File: config.mk
export PLATFORM = sky130hd
export DESIGN_NAME = pfl_ctrl
export DESIGN_NICKNAME = d
export VERILOG_FILES = /design/src/pfl_pkg.sv /design/src/pfl_ctrl.sv
export SDC_FILE = /design/constraint.sdc
export NUM_CORES = 1
export LEC_CHECK = 0
export BUFFER_PORTS_ARGS = -buffer_cell sky130_fd_sc_hd__buf_2
export CORE_MARGIN = 5
export CORE_UTILIZATION = 36
export DETAILED_ROUTE_END_ITERATION = 8
export HOLD_SLACK_MARGIN = 0.06
export PLACE_DENSITY = 0.76
export SLEW_MARGIN = 20
export SYNTH_ARGS = -nofsm -noshare
export SYNTH_HDL_FRONTEND = slang
export SYNTH_SLANG_ARGS = --single-unit
export TNS_END_PERCENT = 30
File: constraint.sdc
create_clock -name clk_i -period 1.3 [get_ports clk_i]
set_input_delay 0.065 -clock clk_i [delete_from_list [all_inputs] [get_ports clk_i]]
set_output_delay 0.065 -clock clk_i [all_outputs]
set_load 0.01 [all_outputs]
File: src/pfl_pkg.sv
`timescale 1ns / 1ps
// ----------------------------------------------------------------------------
// pfl_pkg
// Shared types, codes and widths of the polyline path follower.
// ----------------------------------------------------------------------------
package pfl_pkg;

  localparam int unsigned MaxPointsDef = 64;
  localparam int unsigned IdxWDef      = $clog2(MaxPointsDef);

  localparam int unsigned CoordW = 16;             // signed Q8.8 coordinate
  localparam int unsigned DistW  = 17;             // unsigned Q9.8 distance
  localparam int unsigned OffW   = 18;             // cursor offset
  localparam int unsigned LenW   = 17;             // segment length
  localparam int unsigned SqW    = 34;             // dx^2 + dy^2
  localparam int unsigned RootW  = 35;             // root accumulator
  localparam int unsigned QuoW   = 16;             // interpolation quotient
  localparam int unsigned MulW   = 18;             // signed multiplier operand

  typedef enum logic [1:0] {
    OP_CLEAR   = 2'd0,
    OP_APPEND  = 2'd1,
    OP_START   = 2'd2,
    OP_ADVANCE = 2'd3
  } pfl_op_e;

  typedef enum logic [1:0] {
    STAT_OK    = 2'd0,
    STAT_FULL  = 2'd1,
    STAT_EMPTY = 2'd2
  } pfl_status_e;

  typedef enum logic [3:0] {
    ST_IDLE,
    ST_DECODE,
    ST_SQ_X,
    ST_SQ_Y,
    ST_SQRT,
    ST_WALK_RD,
    ST_WALK_CHK,
    ST_OUT_SEL,
    ST_P0,
    ST_P1,
    ST_MUL,
    ST_DIV,
    ST_LOAD
  } pfl_state_e;

  typedef struct packed {
    logic in_ready;
    logic capture;
    logic clear;
    logic set_full;
    logic wr_point;
    logic sq_x;
    logic sq_y;
    logic sqrt_step;
    logic start_init;
    logic adv_init;
    logic walk_rd;
    logic walk_step;
    logic walk_end;
    logic rd_p0;
    logic lat_p0;
    logic rd_p1;
    logic lat_p1;
    logic mul;
    logic div_step;
    logic load_out;
  } pfl_cmd_t;

  typedef struct packed {
    logic    in_valid;
    logic    out_busy;
    pfl_op_e op;
    logic    count_zero;
    logic    full;
    logic    at_end;
    logic    off_ge_len;
    logic    len_zero;
    logic    sqrt_last;
    logic    div_last;
    logic    axis_y;
  } pfl_stat_t;

endpackage

File: src/pfl_ctrl.sv
`timescale 1ns / 1ps
// ----------------------------------------------------------------------------
// pfl_ctrl
// Sequencer of the path follower: steps the datapath through append, walk
// and interpolation for one command at a time.
// ----------------------------------------------------------------------------
module pfl_ctrl (
  input  logic                clk_i,
  input  logic                rst_ni,
  input  pfl_pkg::pfl_stat_t  stat_i,
  output pfl_pkg::pfl_cmd_t   cmd_o
);

  pfl_pkg::pfl_state_e state_q, state_d;

  always_ff @(posedge clk_i or negedge rst_ni) begin
    if (!rst_ni) begin
      state_q <= pfl_pkg::ST_IDLE;
    end else begin
      state_q <= state_d;
    end
  end

  always_comb begin
    state_d = state_q;
    cmd_o   = '0;
    case (state_q)
      pfl_pkg::ST_IDLE: begin
        cmd_o.in_ready = 1'b1;
        if (stat_i.in_valid) begin
          cmd_o.capture = 1'b1;
          state_d       = pfl_pkg::ST_DECODE;
        end
      end
      pfl_pkg::ST_DECODE: begin
        case (stat_i.op)
          pfl_pkg::OP_CLEAR: begin
            cmd_o.clear = 1'b1;
            state_d     = pfl_pkg::ST_OUT_SEL;
          end
          pfl_pkg::OP_APPEND: begin
            if (stat_i.full) begin
              cmd_o.set_full = 1'b1;
              state_d        = pfl_pkg::ST_OUT_SEL;
            end else begin
              // also fetches the previous point
              cmd_o.wr_point = 1'b1;
              state_d = stat_i.count_zero ? pfl_pkg::ST_OUT_SEL : pfl_pkg::ST_SQ_X;
            end
          end
          pfl_pkg::OP_START: begin
            if (stat_i.count_zero) begin
              state_d = pfl_pkg::ST_OUT_SEL;
            end else begin
              cmd_o.start_init = 1'b1;
              state_d          = pfl_pkg::ST_WALK_RD;
            end
          end
          default: begin
            if (stat_i.count_zero) begin
              state_d = pfl_pkg::ST_OUT_SEL;
            end else begin
              cmd_o.adv_init = 1'b1;
              state_d        = pfl_pkg::ST_WALK_RD;
            end
          end
        endcase
      end
      pfl_pkg::ST_SQ_X: begin
        cmd_o.sq_x = 1'b1;
        state_d    = pfl_pkg::ST_SQ_Y;
      end
      pfl_pkg::ST_SQ_Y: begin
        cmd_o.sq_y = 1'b1;
        state_d    = pfl_pkg::ST_SQRT;
      end
      pfl_pkg::ST_SQRT: begin
        cmd_o.sqrt_step = 1'b1;
        if (stat_i.sqrt_last) begin
          state_d = pfl_pkg::ST_OUT_SEL;
        end
      end
      pfl_pkg::ST_WALK_RD: begin
        if (stat_i.at_end) begin
          cmd_o.walk_end = 1'b1;
          state_d        = pfl_pkg::ST_OUT_SEL;
        end else begin
          cmd_o.walk_rd = 1'b1;
          state_d       = pfl_pkg::ST_WALK_CHK;
        end
      end
      pfl_pkg::ST_WALK_CHK: begin
        if (stat_i.off_ge_len) begin
          cmd_o.walk_step = 1'b1;
          state_d         = pfl_pkg::ST_WALK_RD;
        end else begin
          state_d = pfl_pkg::ST_OUT_SEL;
        end
      end
      pfl_pkg::ST_OUT_SEL: begin
        if (stat_i.count_zero) begin
          state_d = pfl_pkg::ST_LOAD;
        end else begin
          cmd_o.rd_p0 = 1'b1;
          state_d     = pfl_pkg::ST_P0;
        end
      end
      pfl_pkg::ST_P0: begin
        cmd_o.lat_p0 = 1'b1;
        if (stat_i.at_end || stat_i.len_zero) begin
          state_d = pfl_pkg::ST_LOAD;
        end else begin
          cmd_o.rd_p1 = 1'b1;
          state_d     = pfl_pkg::ST_P1;
        end
      end
      pfl_pkg::ST_P1: begin
        cmd_o.lat_p1 = 1'b1;
        state_d      = pfl_pkg::ST_MUL;
      end
      pfl_pkg::ST_MUL: begin
        cmd_o.mul = 1'b1;
        state_d   = pfl_pkg::ST_DIV;
      end
      pfl_pkg::ST_DIV: begin
        cmd_o.div_step = 1'b1;
        if (stat_i.div_last) begin
          state_d = stat_i.axis_y ? pfl_pkg::ST_LOAD : pfl_pkg::ST_MUL;
        end
      end
      pfl_pkg::ST_LOAD: begin
        if (!stat_i.out_busy) begin
          cmd_o.load_out = 1'b1;
          state_d        = pfl_pkg::ST_IDLE;
        end
      end
      default: begin
        state_d = pfl_pkg::ST_IDLE;
      end
    endcase
  end

endmodule

==> run metrics <==
Syn Area/Cell just under 7 um^2; clock root cell clkbuf_4; area leader, netlist dfrtp_1; Pre-Repair DR Iteration Count 4; first-pass GRT wire length ~3.6 mm; Compound-Gate Fraction of Synth Area 17.1%; worst-path maximum fanout 3; Final Hold Vio Count 0; initial core utilization between 30% and 40%; largest family of logic cells by synthesized area simple AND/OR/NAND/NOR gates; Clk Latency, worst-skew pair roughly 0.23 ns; f_max 633 MHz; Routed WL 2.45 mm; Seq/Total Area, Yosys about a fifth; clock sink count 4; area share of the largest cell type after synthesis about a fifth; crit-path cells or4b_4 > nor3_2 > buf_2; crit path kind register to output pin; ranking of synthesized cells by area dfrtp_1, nor3_1, nand2b_1; initial detailed-routing violation count 23; xor-xnor portion of the synthesized cell area 0%; Crit. End Element output pin; Tot Pwr between 2 and 3 mW; worst slew pin tran between 0.5 and 0.6 ns; WHS 0.151 ns; RSZ-0062 raised after global routing true; Worst R2R Path Depth 5; status complete, but fails checks; Register Area roughly 100 um^2; Critical Path RT ~1.2 ns; Max transition margin approximately 66%; Main synth FF type dfrtp_1; area of the multi-input gates 543 um^2; CP bufs+invs 1; fin util between 80% and 90%; count of flip-flops with a built-in enable after synthesis 0; r2r startpoint state_q[3]; gpl congestion between 0.9 and 1; Worst setup SP type register; max reg flops 4; count leader, synth nor3_1; largest registers state_q (4); Power Density 2340 mW/mm^2; # setup viols final 23; nets between 100 and 150; initial antenna violation count 0; Place WS -0.154 ns; final clock skew 0.00278 ns; I/O Buffers 33; P_leak roughly 0.52 nW; Simple-Gate Fraction of Synth Area 52.9%; # Max-Cap Violations 0; ANT cells 0; Post-Synthesis Cells 75; H-tree depth 1; Residual DRC 0; Min-Delay Path Class input pin to register; share of layout cells above drive strength 1 a little under three quarters; slowest stage cell, crit path or4b_4; violated checks negative setup slack; Ys Warns 0; CP startpoint state_q[3]; mapped cell area around 520 um^2; Die ar. 0.00231 mm^2; largest net degree at the start of global routing 9; routed length per placed instance approximately 17 um; Placement Cell Area 827 um^2; Row Count 13; routed vias between 800 and 900; CTS tree done; Synth top cells by count nor3_1, nand2b_1, nand2_1, nor2_1; number of routed nets with antenna violations 0; Horiz. Die Dim 48.0 um; biggest cell delay along the critical path 0.59 ns; synth-to-layout area growth 114%; dpl hpwl around 1.5 mm; GRT Util Overall 22.2%; FILL cells 77; mux contribution to synthesized area around 2.2%; Reg2Reg Setup Slack -0.23 ns; CTS buffer count 3; Adder-Cell Fraction of Synth Area 0%; hold depth 4; Reg clk slew, reported paths about 0.04 ns; fraction of registers with async set/reset 100%; Unique masters post-synth 34; min-delay src stat_i[2]; CP top delay family simple AND/OR/NAND/NOR gates; Die Y roughly 48 um; Post-Layout Inst Area around 0.0011 mm^2; core area 0.00133 mm^2; pins over their slew limit 0; synthesis-stage register bit count 4; Reg-to-Reg End state_q[2]; I/O pin count 34; vias in the first global route ~780; Net Count, Synth slightly below 90; routed vias/inst ~5.7; GR Overflow Total 0; WHS Endpoint state_q[2]; Max VDD drop 0.00136 V; worst setup margin -0.279 ns; arrival time worst endpoint between 1.5 and 2 ns; fin crit period about 1.6 ns; final worst-path cycle share 121%; CTS Buffer Depth 2; Biggest register state_q
worst reg2reg max path: stages (launching register included):
cell and delay (ns):
dfrtp_1 0.43, or4b_4 0.59, buf_4 0.16, nor2_4 0.10, a221oi_1 0.05, o21ai_1 0.13
layer usage:
layer  routed length (um)  GRT usage (%)
met1                  924           25.8
met4                   48           7.53
met5                    0              0
met2                 1320           41.2
met3                  157           2.63
how the worst max path moves through the flow:
| stage | endpoint | slack [ns] | cells after the start |
|---|---|---|---|
| 3_5_place_dp | state_q[2] | -0.15 | 4 |
| 5_1_grt | cmd_o[17] | -0.32 | 3 |
| 6_report | cmd_o[17] | -0.28 | 3 |
| 4_1_cts | cmd_o[11] | -0.28 | 3 |
| 2_1_floorplan | state_q[2] | -0.09 | 5 |
| 3_3_place_gp | cmd_o[11] | -0.10 | 3 |
where the power goes:
| group | internal, mW | switching (mW) |
|---|---|---|
| registers | 0.200 | 0.109 |
| clock network | 0.103 | 0.0530 |
| logic | 1.11 | 1.03 |
cell type report:
cell class,instances,share of cell area (%)
tap,15,1.69
inverter,4,1.35
multi-input combinational,62,48.8
timing repair buffer,59,36.8
sequential,4,9.34
clock buffer,3,2.02
through the flow:
stage	cells	TNS (ns)
floorplan	75	-0.300
global placement	135	-0.439
detailed placement	135	-0.648
CTS	146	-3.11
global route	147	-4.67
finish	147	-3.41
cells in the final DEF (no fill, tap or decap), drive strengths merged, types with 4 or more instances in the layout:
cell,netlist,layout
nand2,5,5
buf,4,58
nor3,13,13
dfrtp,4,4
nor4,4,4
nand2b,8,8
nor2,6,6
inv,4,4
cells by family (layout without fill, tap and decap cells):
family / after synthesis / in the layout
compound gates: 13 / 13
buf+inv: 9 / 66
flops: 4 / 4
mux: 1 / 1
simple gates: 48 / 48
repair_timing:
| item | CTS | global route |
|---|---|---|
| gates resized for setup | 27 | 14 |
| pin swaps | 8 | 9 |
| hold buffers | 1 | 0 |
| gates cloned | 0 | 0 |
| setup buffers | 7 | 1 |
| endpoints found under the hold margin | 4 | 0 |
| setup endpoints to repair | 23 | 23 |
Note: power is estimated with default switching activity, not from simulation.
